$ cat src/sv/pvd_pkg.sv
`timescale 1ns / 1ps
// shared widths, register index codes, stage counts and the power-of-two table
// builder for the particle velocity drag block; no dependencies
package pvd_pkg;

  localparam int unsigned DRAG_W     = 23;
  localparam int unsigned TSTEP_W    = 25;
  localparam int unsigned SIZE_W     = 16;
  localparam int unsigned VEL_W      = 32;
  localparam int unsigned FACT_W     = 17;
  localparam int unsigned X24_W      = 29;
  localparam int unsigned TBL_W      = 31;
  localparam int unsigned CFG_IDX_W  = 2;
  localparam int unsigned CFG_DATA_W = 25;

  // pipeline depth of each unit
  localparam int unsigned EXPO_STAGES   = 3;
  localparam int unsigned FACTOR_STAGES = 5;
  localparam int unsigned SCALE_STAGES  = 1;

  // register index codes
  localparam logic [CFG_IDX_W-1:0] CFG_DRAG    = 2'd0;
  localparam logic [CFG_IDX_W-1:0] CFG_TSTEP   = 2'd1;
  localparam logic [CFG_IDX_W-1:0] CFG_SIZEREL = 2'd2;

  localparam logic [DRAG_W-1:0]  DRAG_RESET = 23'd65536;
  localparam logic [DRAG_W-1:0]  DRAG_MAX   = 23'd6553600;
  localparam logic [SIZE_W-1:0]  SIZE_UNIT  = 16'd256;
  localparam logic [30:0]        LOG2E_Q30  = 31'd1549082005;

  typedef struct packed {
    logic             over;
    logic [X24_W-1:0] x24;
  } expo_t;

  // floor square root, elaboration time only
  function automatic logic [63:0] isqrt64(input logic [63:0] v);
    logic [63:0] rem;
    logic [63:0] res;
    logic [63:0] bitv;
    rem  = v;
    res  = '0;
    bitv = 64'd1 << 62;
    for (int i = 0; i < 32; i++) begin
      if (rem >= res + bitv) begin
        rem = rem - (res + bitv);
        res = (res >> 1) + bitv;
      end else begin
        res = res >> 1;
      end
      bitv = bitv >> 2;
    end
    return res;
  endfunction

  // 2^(-k/2^bits) in Q.30, built from repeated square roots of one half
  function automatic logic [63:0] pow_entry(input int unsigned bits, input int unsigned k);
    logic [63:0] roots [13];
    logic [63:0] val;
    roots[0] = 64'd1 << 29;
    for (int i = 1; i < 13; i++) begin
      roots[i] = (i <= bits) ? isqrt64(roots[i-1] << 30) : 64'd0;
    end
    val = 64'd1 << 30;
    for (int j = 0; j < 12; j++) begin
      if ((j < bits) && k[j]) begin
        val = (val * roots[bits-j] + (64'd1 << 29)) >> 30;
      end
    end
    if (k == (32'd1 << bits)) begin
      val = 64'd1 << 29;
    end
    return val;
  endfunction

endpackage

$ cat src/sv/pvd_expo.sv
`timescale 1ns / 1ps
// exponent unit: drag * time step * size, split into partial products,
// reduced to units of 2^-24 with an over-range flag; uses pvd_pkg
module pvd_expo (
  input  logic                        clk_i,
  input  logic                        en_i,
  input  logic [pvd_pkg::DRAG_W-1:0]  drag_i,
  input  logic [pvd_pkg::TSTEP_W-1:0] tstep_i,
  input  logic                        size_rel_i,
  input  logic [pvd_pkg::SIZE_W-1:0]  size_i,
  output pvd_pkg::expo_t              expo_o
);

  localparam logic [40:0] X24_LIM = 41'd268435456;

  logic [pvd_pkg::DRAG_W-1:0] drag_c;
  logic [47:0]                p_d, p_q;
  logic [pvd_pkg::SIZE_W-1:0] size_d, size_q;
  logic [39:0]                hi_d, hi_q, lo_d, lo_q;
  logic [40:0]                x24_w;
  pvd_pkg::expo_t             expo_d, expo_q;

  always_comb begin
    drag_c = (drag_i > pvd_pkg::DRAG_MAX) ? pvd_pkg::DRAG_MAX : drag_i;
    p_d    = 48'(drag_c) * 48'(tstep_i);
    size_d = size_rel_i ? size_i : pvd_pkg::SIZE_UNIT;
    hi_d   = 40'(p_q[47:24]) * 40'(size_q);
    lo_d   = 40'(p_q[23:0]) * 40'(size_q);
    x24_w  = {1'b0, hi_q} + 41'(lo_q[39:24]);
    // exponent above sixteen means factor zero
    expo_d.over = (x24_w > X24_LIM) || ((x24_w == X24_LIM) && (lo_q[23:0] != '0));
    expo_d.x24  = x24_w[pvd_pkg::X24_W-1:0];
  end

  always_ff @(posedge clk_i) begin
    if (en_i) begin
      p_q    <= p_d;
      size_q <= size_d;
      hi_q   <= hi_d;
      lo_q   <= lo_d;
      expo_q <= expo_d;
    end
  end

  assign expo_o = expo_q;

endmodule

$ cat config.mk
export PLATFORM = sky130hd
export DESIGN_NAME = pvd_expo
export DESIGN_NICKNAME = d
export VERILOG_FILES = /design/src/sv/pvd_pkg.sv /design/src/sv/pvd_expo.sv
export SDC_FILE = /design/constraint.sdc
export NUM_CORES = 2
export LEC_CHECK = 0
export BUFFER_PORTS_ARGS = -buffer_cell sky130_fd_sc_hd__buf_2
export CORE_MARGIN = 10
export CORE_UTILIZATION = 46
export CTS_CLUSTER_DIAMETER = 150
export DETAILED_ROUTE_END_ITERATION = 10
export GPL_TIMING_DRIVEN = 0
export PLACE_DENSITY_LB_ADDON = 0.15
export SETUP_SLACK_MARGIN = 0.3
export SLEW_MARGIN = 20
export SYNTH_ARGS = -nofsm -noshare
export SYNTH_HDL_FRONTEND = slang
export SYNTH_SLANG_ARGS = --single-unit
$ cat constraint.sdc
create_clock -name clk_i -period 30.4 [get_ports clk_i]
set_input_delay 6.08 -clock clk_i [delete_from_list [all_inputs] [get_ports clk_i]]
set_output_delay 6.08 -clock clk_i [all_outputs]
set_load 0.005 [all_outputs]
Word-level counts from Yosys, hierarchy flattened
Index checks and enable logic that the tools add are counted.
- add/sub/neg operators: 1
- multiply operators: 3
- order comparisons: 2
- equality and inequality tests: 1
- multiplexer cells: 1
- reduce and logical (&&, ||, !) cells: 3
- operators with widths (kind ; count):
    $mul A24 B16 Y40 ; 2
    $mul A23 B25 Y48 ; 1
    $add A40 B16 Y41 ; 1
    $eq A41 B29 Y1 const B ; 1
    $gt A41 B29 Y1 const B ; 1
    $reduce_bool A24 Y1 ; 1
    $gt A23 B23 Y1 const B ; 1
    $mux W23 ; 1
    $logic_and A1 B1 Y1 ; 1
    $logic_or A1 B1 Y1 ; 1
- register bits: 174
- bits of input ports: 67
- output and inout bits: 30
- word-level logic and storage cells: 17

Depth between registers and ports, before layout
- word-level depth: 4
- depth in mapped cells: 34
- gate-level depth less buffers: 31

Worst setup path after synthesis
No wires, ideal clock.
- kind: input -> register
- start point: in drag_i[13] in the netlist's numbering
- end point: reg p_q[46], data pin
- arrival time: 13988 ps
- data required time: 30136 ps
- slack: 16149 ps
- stages on the path: 31
- path buffers: 3
- path through: or4_1 o41ai_1 a21oi_1 clkbuf_1 nor2b_1 clkbuf_1 clkbuf_1 nand2_1 fa_1 fa_1 fa_1 inv_1 fa_1 inv_1 fa_1 inv_1 fa_1 inv_1 fa_1 inv_1 ha_1 a21o_1 a21o_1 a21o_1 a21o_1 a221oi_1 a31oi_1 a31o_2 nand2b_1 a31oi_1 xor2_1
- longest elaborated chain between the ends: 3
- RTL lines (element ; RTL line ; RTL):
    start: declaration ; pvd_expo.sv:7 ; input logic [pvd_pkg::DRAG_W-1:0] drag_i,
    $gt A23 B23 Y1 ; pvd_expo.sv:24 ; drag_c = (drag_i > pvd_pkg::DRAG_MAX) ? pvd_pkg::DRAG_MAX : drag_i;
    $mux W23 (*) ; pvd_expo.sv:24 ;
    $mul A23 B25 Y48 (*) ; pvd_expo.sv:25 ; p_d = 48'(drag_c) * 48'(tstep_i);
    named net p_d[46] ; pvd_expo.sv:17 ; logic [47:0] p_d, p_q;
    end signal: assignment ; pvd_expo.sv:37 ; p_q <= p_d;
    end: declaration ; pvd_expo.sv:17 ;
The timed path passes the listed nets; every way through them passes the cells marked *.
A chain may end at the register's enable or synchronous reset.

Worst setup path after layout
- start point: in drag_i[13] in the netlist's numbering
- end point: reg p_q[40], data pin
The elaborated chain is that of the path after synthesis.

==> results_dict.tcl <==
set metrics [dict create \
    vias_per_cell 5.25 \
    ant_nets 0 \
    r2r_end "lo_q[39]$_DFFE_PP_" \
    grt_use_total 0.249 \
    drc 0 \
    synthDistinctLibCells 69 \
    die_x_um 349 \
    slew-limit-headroom 0.183 \
    synthArstFlopShare 0 \
    maxCapViolCount 0 \
    syn_to_final_growth_pct 5.90 \
    finalCritPeriodShare 0.514 \
    r2r-start "size_q[8]$_SDFFCE_PN1P_" \
    cts_resized 0 \
    cp_data_required_time_ns 30.66 \
    start_util 0.463 \
    crit_end "p_q[40]$_DFFE_PP_" \
    reg2reg_depth 25 \
    hold_violations 0 \
    vias 36300 \
    critPathTopFamily "adder cells" \
    worst_pin_slew_ns 1.23 \
    setup_tns_ns 0 \
    place_congestion 0.978 \
    rsz0062_at_grt "no" \
    row_count 120 \
    wire_per_inst_um 21.5 \
    die-height_um 349 \
    cts_tree "yes" \
    cts_sinks 174 \
    yosys_most_used_dff "edfxtp_1" \
    cpMostUsedCell "fa_1" \
    cts_hold_repair.buffers 0 \
    routed_wl_mm 148 \
    cp-startpoint "drag_i[13]" \
    yosysSeqAreaShare 0.105 \
    grt_pass1_vias 38500 \
    numPlacedInstances 6876 \
    syn_nets 6949 \
    max_clock_freq_mhz 64.0 \
    slew_viol_final 0 \
    clock_latency_ns 0.51 \
    post-place-ws_ns 14.25 \
    syn-instance-count 5375 \
    post-route-util 0.491 \
    fin_ws_ns 14.78 \
    worstPathArrival_ns 15.88 \
    drt-pass1-iter-count 5 \
    setup_violations 0 \
    ys_ff_latch 174 \
    gr-total-overflow 0 \
    grt_pass1_wl_mm 231 \
    path_clk_slew_ns 0.08 \
    final_cell_count_no_fill 6910 \
    drive_above_1_share 0.0254 \
    design.die.area_sq_um 122000 \
    critPathMaxStageDelay_ns 0.81 \
    cts_setup_buffers 0 \
    crit_buf_inv 9 \
    root_buffer "clkbuf_16" \
    rrSetupSlack_ns 21.71 \
    critPathSlowestCell "a221oi_1" \
    final_nets 7066 \
    portBuffers 96 \
    grt_max_degree 105 \
    layout_commonest_cell "inv_1" \
    hold_path_class "reg -> reg" \
    cp_num_cells 32 \
    core_sq_um 107000 \
    synth_edf_count 174 \
    status "completed" \
    antenna_found_initial 6 \
    netlist_area_sq_um 49700 \
    pin_count 97 \
    yosysWarnings 0 \
    finalCriticalPeriod_ns 15.62 \
    drt_iter0_drc 2757 \
    clock_skew_ns 0.0186 \
    start_kind "primary input" \
    hpwl_mm 125 \
    cp-end-kind "flop" \
    clockBufferDepth 2 \
    syn_avg_cell_area_sq_um 9.24 \
    htreeDepth 4 \
    mostFrequentLayoutCells "1168 x inv_1, 1093 x fa_1, 929 x nand2_1" \
    path_class "in -> reg" \
    cts-buffers-inserted 17 \
    crit_fanout 10 \
]
## worst min path at each step
stage | cells after the start | endpoint | start | slack [ns]
after floorplan | 1 | expo_o[0]$_DFFE_PP_ | lo_q[24]$_DFFE_PP_ | 0.53
after global placement | 1 | expo_o[0]$_DFFE_PP_ | lo_q[24]$_DFFE_PP_ | 0.60
after detailed placement | 1 | expo_o[0]$_DFFE_PP_ | lo_q[24]$_DFFE_PP_ | 0.58
after CTS | 1 | expo_o[0]$_DFFE_PP_ | lo_q[24]$_DFFE_PP_ | 0.60
after global routing | 1 | expo_o[0]$_DFFE_PP_ | lo_q[24]$_DFFE_PP_ | 0.63
final | 1 | expo_o[0]$_DFFE_PP_ | lo_q[24]$_DFFE_PP_ | 0.59
## layout make-up
cell class / count / area, sq um
clock inverter: 15 / 215
clock buffer: 17 / 425
fill: 10500 / 54600
tap: 1403 / 1760
inverter: 1168 / 4380
buffer: 261 / 980
timing repair buffer: 98 / 528
sequential: 174 / 5230
multi-input combinational: 3772 / 39100
antenna: 2 / 5.00
## cell families (layout without fill, tap and decap cells)
group,Yosys count,count (layout),share of synthesized area
xor+xnor,138,138,0.0245
compound gates,404,404,0.0525
other cells,0,2,0
simple gates,1723,1723,0.165
fa+ha+maj,1507,1507,0.545
buf+inv,1429,1559,0.108
flops,174,174,0.105
## flip-flops by register name, indices dropped and copies added (netlist names)
name	count
hi_q	40
lo_q	40
p_q	48
size_q	16
expo_o	30
## Yosys cell counts, types with 5 or more instances
| library cell | instances | area [sq um] |
|---|---|---|
| inv_1 | 1168 | 4380 |
| fa_1 | 1093 | 21900 |
| nand2_1 | 929 | 3490 |
| and2_1 | 480 | 3000 |
| ha_1 | 414 | 5180 |
| clkbuf_1 | 261 | 980 |
| edfxtp_1 | 174 | 5230 |
| a21oi_1 | 123 | 616 |
| xnor2_1 | 92 | 806 |
| nor2_1 | 88 | 330 |
| a21o_1 | 62 | 465 |
| o21ai_0 | 54 | 270 |
| xor2_1 | 45 | 394 |
| and3_1 | 42 | 263 |
| nand3_1 | 42 | 210 |
| nor2b_1 | 31 | 194 |
| nand2b_1 | 27 | 169 |
| nor3_1 | 26 | 130 |
| o21ai_1 | 23 | 115 |
| o21a_1 | 22 | 165 |
| o21bai_1 | 17 | 128 |
| a211oi_1 | 16 | 120 |
| nand4_1 | 14 | 87.6 |
| nor4_1 | 14 | 87.6 |
| a31oi_1 | 13 | 81.3 |
| or3_1 | 8 | 50.1 |
| o31ai_1 | 7 | 52.6 |
| o211ai_1 | 6 | 45.0 |
| o41ai_1 | 6 | 52.6 |
| nor3b_1 | 5 | 37.5 |
## routing by layer
metal	routed length, um	global-route usage	share of wire
met1	64100	0.337	0.43
met2	66600	0.392	0.45
met3	11800	0.0554	0.079
met4	5780	0.0888	0.039
met5	58	0	0.00039
## through the flow
step | cell area [sq um] | hold slack, ns
2_1_floorplan | 49700 | 0.530
3_3_place_gp | 51900 | 0.598
3_5_place_dp | 52000 | 0.584
4_1_cts | 52600 | 0.604
5_1_grt | 52600 | 0.634
6_report | 52600 | 0.592
Power is left out: the tool's default activity adds up to more than one toggle a clock period on the data nets, which glitch-free logic cannot reach.
