--- src/sv/pvd_pkg.sv ---
`timescale 1ns / 1ps
// shared widths, register index codes, stage counts and the power-of-two table
// builder for the particle velocity drag block; no dependencies
package pvd_pkg;

  localparam int unsigned DRAG_W     = 23;
  localparam int unsigned TSTEP_W    = 25;
  localparam int unsigned SIZE_W     = 16;
  localparam int unsigned VEL_W      = 32;
  localparam int unsigned FACT_W     = 17;
  localparam int unsigned X24_W      = 29;
  localparam int unsigned TBL_W      = 31;
  localparam int unsigned CFG_IDX_W  = 2;
  localparam int unsigned CFG_DATA_W = 25;

  // pipeline depth of each unit
  localparam int unsigned EXPO_STAGES   = 3;
  localparam int unsigned FACTOR_STAGES = 5;
  localparam int unsigned SCALE_STAGES  = 1;

  // register index codes
  localparam logic [CFG_IDX_W-1:0] CFG_DRAG    = 2'd0;
  localparam logic [CFG_IDX_W-1:0] CFG_TSTEP   = 2'd1;
  localparam logic [CFG_IDX_W-1:0] CFG_SIZEREL = 2'd2;

  localparam logic [DRAG_W-1:0]  DRAG_RESET = 23'd65536;
  localparam logic [DRAG_W-1:0]  DRAG_MAX   = 23'd6553600;
  localparam logic [SIZE_W-1:0]  SIZE_UNIT  = 16'd256;
  localparam logic [30:0]        LOG2E_Q30  = 31'd1549082005;

  typedef struct packed {
    logic             over;
    logic [X24_W-1:0] x24;
  } expo_t;

  // floor square root, elaboration time only
  function automatic logic [63:0] isqrt64(input logic [63:0] v);
    logic [63:0] rem;
    logic [63:0] res;
    logic [63:0] bitv;
    rem  = v;
    res  = '0;
    bitv = 64'd1 << 62;
    for (int i = 0; i < 32; i++) begin
      if (rem >= res + bitv) begin
        rem = rem - (res + bitv);
        res = (res >> 1) + bitv;
      end else begin
        res = res >> 1;
      end
      bitv = bitv >> 2;
    end
    return res;
  endfunction

  // 2^(-k/2^bits) in Q.30, built from repeated square roots of one half
  function automatic logic [63:0] pow_entry(input int unsigned bits, input int unsigned k);
    logic [63:0] roots [13];
    logic [63:0] val;
    roots[0] = 64'd1 << 29;
    for (int i = 1; i < 13; i++) begin
      roots[i] = (i <= bits) ? isqrt64(roots[i-1] << 30) : 64'd0;
    end
    val = 64'd1 << 30;
    for (int j = 0; j < 12; j++) begin
      if ((j < bits) && k[j]) begin
        val = (val * roots[bits-j] + (64'd1 << 29)) >> 30;
      end
    end
    if (k == (32'd1 << bits)) begin
      val = 64'd1 << 29;
    end
    return val;
  endfunction

endpackage

--- src/sv/pvd_scale.sv ---
`timescale 1ns / 1ps
// one velocity lane: magnitude times factor, rounded to nearest, sign
// restored; uses pvd_pkg
module pvd_scale (
  input  logic                        clk_i,
  input  logic                        en_i,
  input  logic [pvd_pkg::VEL_W-1:0]   mag_i,
  input  logic                        neg_i,
  input  logic [pvd_pkg::FACT_W-1:0]  factor_i,
  output logic [pvd_pkg::VEL_W-1:0]   res_o
);

  logic [48:0] prod_q, sum;
  logic        neg_q;
  logic [31:0] mag_r;

  always_ff @(posedge clk_i) begin
    if (en_i) begin
      prod_q <= 49'(mag_i) * 49'(factor_i);
      neg_q  <= neg_i;
    end
  end

  always_comb begin
    sum   = prod_q + 49'd32768;
    mag_r = sum[47:16];
    res_o = neg_q ? (32'd0 - mag_r) : mag_r;
  end

endmodule

--- config.mk ---
export PLATFORM = sky130hd
export DESIGN_NAME = pvd_scale
export DESIGN_NICKNAME = d
export VERILOG_FILES = /design/src/sv/pvd_pkg.sv /design/src/sv/pvd_scale.sv
export SDC_FILE = /design/constraint.sdc
export NUM_CORES = 1
export LEC_CHECK = 0
export BUFFER_PORTS_ARGS = -buffer_cell sky130_fd_sc_hd__buf_2
export CORE_ASPECT_RATIO = 1.5
export CORE_UTILIZATION = 60
export CTS_BUF_LIST = sky130_fd_sc_hd__clkbuf_8
export DETAILED_ROUTE_END_ITERATION = 10
export HOLD_SLACK_MARGIN = 0.06
export PLACE_DENSITY = 0.81
export SLEW_MARGIN = 20
export SYNTH_ARGS = -nofsm -noshare
export SYNTH_HDL_FRONTEND = slang
export SYNTH_SLANG_ARGS = --single-unit
--- constraint.sdc ---
create_clock -name clk_i -period 6.8 [get_ports clk_i]
set_input_delay 0.68 -clock clk_i [delete_from_list [all_inputs] [get_ports clk_i]]
set_output_delay 0.68 -clock clk_i [all_outputs]
set_load 0.005 [all_outputs]
-- Yosys cells after proc, flatten, opt, wreduce, memory -nomap -nowiden
Cells that the tools add are included.
- register bits after elaboration: 49
- input bits: 52
- output and inout bits: 32
- word-level logic and storage cells: 6
- add/subtract/negate cells: 2
- $mul: 1
- multiplexer cells: 1
- operator list (kind ; number):
    adder 48 x 16 -> 48 bit (second input constant) ; 1
    multiplier 32 x 17 -> 48 bit ; 1
    two-way mux 32 bit ; 1
    subtractor 1 x 32 -> 32 bit (first input constant) ; 1

-- Depth between registers and ports, before layout
Gate-level depths: netlist of the first run.
- depth after elaboration: 3
- gate-level depth with buffers: 24

-- Worst setup path after synthesis of the first run
No wires, ideal clock.
- path kind: input to register
- from: input factor_i[8] (netlist bit)
- to: register prod_q[37] (data pin)
- arrival: 6.485 ns
- required time: 6.534 ns
- slack: 0.049 ns
- stages: 22
- path buffers: 1
- path through: clkbuf_1 -> nand2_1 -> fa_1 -> inv_1 -> fa_1 -> inv_1 -> fa_1 -> inv_1 -> fa_1 -> fa_1 -> inv_1 -> fa_1 -> inv_1 -> ha_1 -> and4_1 -> a31oi_1 -> a211oi_1 -> o31a_1 -> nor2_1 -> o311ai_0 -> a21boi_0 -> xnor2_1
- cells in the longest elaborated chain, start to end: 1
- ends and longest elaborated chain (what ; RTL line ; source):
    start, declared ; pvd_scale.sv:9 ; input logic [pvd_pkg::FACT_W-1:0] factor_i,
    multiplier 32 x 17 -> 48 bit ; pvd_scale.sv:19 ; prod_q <= 49'(mag_i) * 49'(factor_i);
    end signal, assigned ; pvd_scale.sv:19 ;
    end, declared ; pvd_scale.sv:13 ; logic [48:0] prod_q, sum;
No other way between the ends.
A chain may end at the register's enable or synchronous reset.

-- Worst setup path after layout of the first run
- from: input factor_i[5] (netlist bit)
- to: register prod_q[46] (data pin)
The elaborated chain is that of the path after synthesis.

==> results of run 1 <==
## worst min path at each step
stage               start  endpoint  depth (start not counted)
floorplan           neg_i     neg_q                          0
global placement    neg_i     neg_q                          1
detailed placement  neg_i     neg_q                          1
CTS                 neg_i     neg_q                          1
global route        neg_i     neg_q                          1
finish              neg_i     neg_q                          1
## metrics by stage
stage          hold slack [ns]  area (um^2)  worst slack (ns)
2_1_floorplan            0.779        19700            0.0491
3_3_place_gp             0.856        21000           -0.0648
3_5_place_dp             0.858        21000            -0.155
4_1_cts                  0.562        21000             0.123
5_1_grt                  0.569        21100           -0.0557
6_report                 0.567        21100             0.231
## per-layer routing
metal | GRT usage [%] | vias to the layer above | wire length (um)
li1 | - | 6908 | -
met1 | 33.9 | 8076 | 16300
met2 | 63.3 | 637 | 28500
met3 | 4.87 | 303 | 2710
met4 | 25.9 | 4 | 5050
met5 | 0 | - | 28
## registers in the layout, indices dropped and copies added, names as in the netlist
register / cells
prod_q: 33
neg_q: 1
## cell type report
class | instances | area (um^2) | share of cell area [%]
clock buffers | 5 | 68.8 | 0.326
clock inverters | 3 | 12.5 | 0.0592
inverters | 522 | 1960 | 9.28
multi-input cells | 1597 | 16300 | 77.1
flip-flops and latches | 34 | 1020 | 4.83
well taps | 410 | 513 | 2.43
repair buffers | 182 | 1250 | 5.93
## repair_timing
item,4_1_cts,5_1_grt
setup buffers,0,0
setup endpoints to repair,0,15
gates resized for setup,0,21
## logic make-up (layout without fill, tap and decap cells)
logic type | count (synthesis) | after routing | synth area share (%)
AOI/OAI and AO/OA | 177 | 177 | 6.04
xor gates and xnor gates | 96 | 96 | 4.28
muxes | 4 | 4 | 0.210
DFF | 34 | 34 | 5.19
adders and majority gates | 565 | 565 | 53.0
and+or+nand+nor | 755 | 755 | 19.0
buffers and inverters | 639 | 712 | 12.3
## cell usage in the layout, fill, tap and decap left out, types with 5 or more instances in the layout
cell type  instances
nand3_1           22
edfxtp_1          34
ha_1             119
or3_1              5
o211ai_1           6
nand2_1          386
buf_12             7
and4_1             5
buf_2             82
nand4_1           20
fa_1             445
nor2_1            38
a31oi_1            6
xor2_1            26
xnor2_1           70
a21o_1            22
o31ai_1            7
nor2b_1            6
and3_1            15
nor3_1            15
clkbuf_8           5
o21ai_0           32
o31a_1             6
and2_1           207
inv_1            523
a21oi_1           41
buf_4             91
o21bai_1           8
or4_1              5
nor4_1             8
==> summary.md, run 1 <==
| Metric | Value |
|---|---|
| Critical path buffers and inverters | `5` |
| WL per Instance | `19.1 um` |
| Crit-path max cell delay | `between 0.5 and 0.6 ns` |
| Most frequent CP cell | `fa_1` |
| Layout Utilization | `between 60% and 70%` |
| CP max-delay cell | `fa_1` |
| TritonCTS clock tree | `done` |
| Worst-Margin Slew | `between 0.7 and 0.8 ns` |
| Drt drc | `0` |
| WP data arrival | `roughly 6.7 ns` |
| Hold Fails Final Rpt | `0` |
| Post-Syn Area | `19700 um^2` |
| Sequential element share of the synthesized area | `around 5.2%` |
| Setup_tns | `0 ns` |
| Post-synth top area cell | `fa_1` |
| Synth unique cells | `a little under 70` |
| Critical path endpoint | `prod_q[46]` |
| Top delay family on crit path | `adder cells` |
| DPL Wire Length | `roughly 44 mm` |
| Final ANT Viol Nets | `0` |
| Cells after Synth | `2270` |
| Filler cell count | `2639` |
| Post-synth top cells | `inv_1, fa_1, nand2_1` |
| Ant. Diodes | `0` |
| Via count | `~16000` |
| Die Area | `33500 um^2` |
| Antenna violations before repair | `2` |
| Synthesis-to-finish area growth | `7.45%` |
| Core area | `around 32000 um^2` |
| First-pass GRT wire length | `87.9 mm` |
| Count leader, synth | `inv_1` |
| Row count | `80` |
| Worst setup SP type | `input port` |
| Routability cong. | `about 0.95` |
| Synthesized net count | `approximately 2900` |
| Routed wire length | `52.6 mm` |
| CP max FO | `10` |
| Largest buffer count on any clock path | `2` |
| Die height | `between 200 and 250 um` |
| Final period utilization | `96.6%` |
| Status | `complete, no violations` |
| Min Tclk post-route | `6.57 ns` |
| Max Freq | `approximately 0.15 GHz` |
| Pre-antenna DRT Iters | `5` |
| Slew headroom | `between 40% and 50%` |
| Synth area leaders | `fa_1, inv_1, ha_1, nand2_1, and2_1` |
| Share of cells above drive strength 1 | `a little under a tenth` |
| Slew Limit Fails | `0` |
| Crit path cell chain | `buf_2 -> buf_4 -> and2_1 -> fa_1 -> inv_1 -> fa_1 -> fa_1 -> inv_1 -> fa_1 -> fa_1 -> fa_1 -> ha_1 -> and4_1 -> o211ai_1 -> a21oi_1 -> o21ai_0 -> buf_4 -> a21oi_2 -> a31oi_2 -> or4_1 -> nand3_1` |
| CTS Root Cell | `clkbuf_8` |
| Number of buffers created by CTS | `5` |
| Hold buffer count at cts | `0` |
| Starting Density | `between 60% and 70%` |
| Grt ovf | `0` |
| Clock-pin slew of the registers on the worst-case setup and hold paths | `approximately 0.070 ns` |
| Avg Cell Area, Syn | `roughly 8.7 um^2` |
| Clk sink count | `34` |
| Critical path class | `in2reg` |
| Main synth FF type | `edfxtp_1` |
| Via/cell ratio | `approximately 5.8` |
| Number of port buffers | `83` |
| Crit. End Element | `flip-flop` |
| Ys Warns | `0` |
| Nets | `2959` |
| Die width | `between 100 and 150 um` |
| Count of final setup violators | `0` |
| Crit path launch | `factor_i[5]` |
| Required time worst endpoint | `roughly 7.0 ns` |
| Cell count along the critical path | `21` |
| I/O pins | `84` |
| H-tree depth | `2` |
| FF+latch count, synth | `34` |
| Largest net degree at the start of global routing | `35` |
| Vias in the first global route | `around 18000` |
| GR Util All Layers | `34.2%` |
| Async S/R FF share, synth | `0%` |
| Post-synth EDFFs | `34` |
| Post-route insts no fill | `roughly 2800` |
| Inst Count DP | `~2700` |
| Initial drt markers | `a little under 900` |
| Max Cap Violations | `0` |
| Hold Path Class | `in2reg` |
| Post-synth top area share | `between 40% and 50%` |
Power of run 1 is not shown: default switching activity piles up to over one toggle a cycle in this logic, so the estimate is an artifact.
==> inputs of run 2 (changes only) <==
--- a/config.mk
+++ b/config.mk
@@ -5,6 +5,7 @@
 export SDC_FILE = /design/constraint.sdc
 export NUM_CORES = 1
 export LEC_CHECK = 0
+export ABC_AREA = 1
 export BUFFER_PORTS_ARGS = -buffer_cell sky130_fd_sc_hd__buf_2
 export CORE_ASPECT_RATIO = 1.5
 export CORE_UTILIZATION = 60
==> run 2 against run 1 <==
Net effect: via count grew 12%; area after synthesis grew 5.2%; hold slack lost 0.0071 ns; sequential share of layout area shrank 0.12 points; cell area grew 2.5%; synthesized cell count grew 26%; highest routed layer is now met4.
==> summary.md, run 2 <==
| Metric | Value |
|---|---|
| Status | `complete, no violations` |
| Hold Path Class | `in2reg` |
| Via count | `between 15000 and 20000` |
| Largest regs | `prod_q (33), neg_q (1)` |
| Slew headroom | `around 39%` |
| Top delay family on crit path | `adder cells` |
| Post-synth top area share | `43.2%` |
| Setup ws final | `approximately 0.40 ns` |
| Initial drt markers | `between 1000 and 1500` |
| Critical path buffers and inverters | `6` |
| Crit. End Element | `flip-flop` |
| Slew Limit Fails | `0` |
| Largest net degree at the start of global routing | `35` |
| WP data arrival | `approximately 6.5 ns` |
| Routability cong. | `between 0.9 and 1` |
| Ys Warns | `0` |
| Synthesis-to-finish area growth | `4.61%` |
| Sequential element share of the synthesized area | `4.93%` |
| Number of port buffers | `a little over 80` |
| Commonest non-fill, non-tap cell in the layout | `nand2_1` |
| Pre-antenna DRT Iters | `5` |
| Final ANT Viol Nets | `0` |
| Critical path class | `in2reg` |
| WL per Instance | `16.3 um` |
| Antenna violations before repair | `0` |
| Max reg flops | `33` |
| CP max FO | `17` |
| Hold buffer count at cts | `0` |
| GR Util All Layers | `between 30% and 40%` |
| Core area | `approximately 34000 um^2` |
| Die width | `~150 um` |
| Die Area | `around 35000 um^2` |
| Crit-path max cell delay | `between 0.5 and 0.6 ns` |
| Main synth FF type | `edfxtp_1` |
| Post-synth top area cell | `fa_1` |
| Routed wire length | `53.7 mm` |
| Async S/R FF share, synth | `0%` |
| Count leader, synth | `nand2_1` |
| Most frequent cells in the layout | `nand2_1, inv_1, fa_1` |
| Synthesized net count | `~3500` |
| Synth unique cells | `34` |
| Post_cts resized | `0` |
| Clock-pin slew of the registers on the worst-case setup and hold paths | `approximately 0.070 ns` |
| Most frequent CP cell | `fa_1` |
| CP max-delay cell | `fa_1` |
| Final period utilization | `approximately 94%` |
| CTS Root Cell | `clkbuf_8` |
| Register bank with the most flops | `prod_q` |
| H-tree depth | `2` |
| Post-Syn Area | `about 21000 um^2` |
| Max Freq | `about 0.16 GHz` |
| TritonCTS clock tree | `done` |
| Number of buffers created by CTS | `5` |
| Setup bufs post-CTS | `0` |
| Crit path cell chain | `buf_2 -> nand2_1 -> fa_1 -> fa_1 -> fa_1 -> inv_1 -> fa_1 -> fa_1 -> inv_1 -> fa_1 -> inv_1 -> ha_1 -> nand2_1 -> nor2_1 -> inv_1 -> nor2_1 -> inv_1 -> nor4_1 -> nand4_1 -> nand3_1 -> xor2_1` |
| Ant. Diodes | `0` |
| FF+latch count, synth | `34` |
| Worst setup SP type | `input port` |
| Drt drc | `0` |
| Min Tclk post-route | `between 6 and 7 ns` |
| Count of final setup violators | `0` |
| Starting Density | `about three fifths` |
| DPL Wire Length | `47.0 mm` |
| I/O pins | `84` |
| Post-synth EDFFs | `34` |
| Cells after Synth | `~2900` |
| Worst-Margin Slew | `between 0.9 and 1 ns` |
| Clk sink count | `34` |
| Avg Cell Area, Syn | `between 7 and 8 um^2` |
| Setup_tns | `0 ns` |
| Grt ovf | `0` |
| Row count | `82` |
| Hold Fails Final Rpt | `0` |
| Required time worst endpoint | `slightly below 7 ns` |
| Nets | `3493` |
| Post-synth top cells | `nand2_1, inv_1, fa_1` |
| Via/cell ratio | `about 5.4` |
| Die height | `between 200 and 250 um` |
| Filler cell count | `3003` |
| Synth area leaders | `fa_1, nand2_1, inv_1, ha_1, edfxtp_1` |
| RSZ-0062 raised after global routing | `false` |
| Place WS | `between 0.1 and 0.15 ns` |
| Vias in the first global route | `between 15000 and 20000` |
| First-pass GRT wire length | `a little over 90 mm` |
| Share of cells above drive strength 1 | `approximately 5.6%` |
| Largest buffer count on any clock path | `2` |
| Max Cap Violations | `0` |
[run 2: cells by family (layout without fill, tap and decap cells)]
group | count (synthesis) | after routing | synth area share [%]
AND/OR/NAND/NOR | 1114 | 1114 | 21.3
AO/OA/AOI/OAI | 140 | 140 | 3.82
buffers and inverters | 945 | 968 | 17.2
flip-flops | 34 | 34 | 4.93
adder cells (fa/ha/maj) | 565 | 565 | 50.4
XOR/XNOR | 56 | 56 | 2.37
[run 2: final timing paths]
kind                  startpoint    endpoint  slack [ns]  cells after the start
worst max-delay path   mag_i[23]  prod_q[42]        0.40                     21
worst min-delay path       neg_i       neg_q        0.56                      1
[run 2: routing by layer]
layer | track usage (%) | vias to the layer above | wire length, um
met1 | 35.6 | 8611 | 18600
met5 | 0 | - | 0
met3 | 3.18 | 254 | 2960
li1 | - | 8135 | -
met2 | 61.5 | 767 | 28700
met4 | 18.6 | 0 | 3450
[run 2: cell type report]
type,count,area (um^2),area share [%]
Inverter,826,3100,14.3
Clock buffer,5,68.8,0.318
Clock inverter,3,16.3,0.0752
Timing Repair Buffer,134,798,3.69
Multi-Input combinational cell,1875,16100,74.4
Sequential cell,34,1020,4.72
Tap cell,420,526,2.43
[run 2: metrics by stage]
step / util [%] / hold WS, ns / cell area, um^2 / std cells
after floorplan: - / 0.779 / 20700 / 2854
after global routing: 64.3 / 0.556 / 21600 / 3297
after global placement: 64.1 / 0.862 / 21600 / 3289
final: 64.3 / 0.560 / 21600 / 3297
after CTS: 64.3 / 0.551 / 21600 / 3297
after detailed placement: 64.1 / 0.860 / 21600 / 3289
Power of run 2 is left out for the same reason.
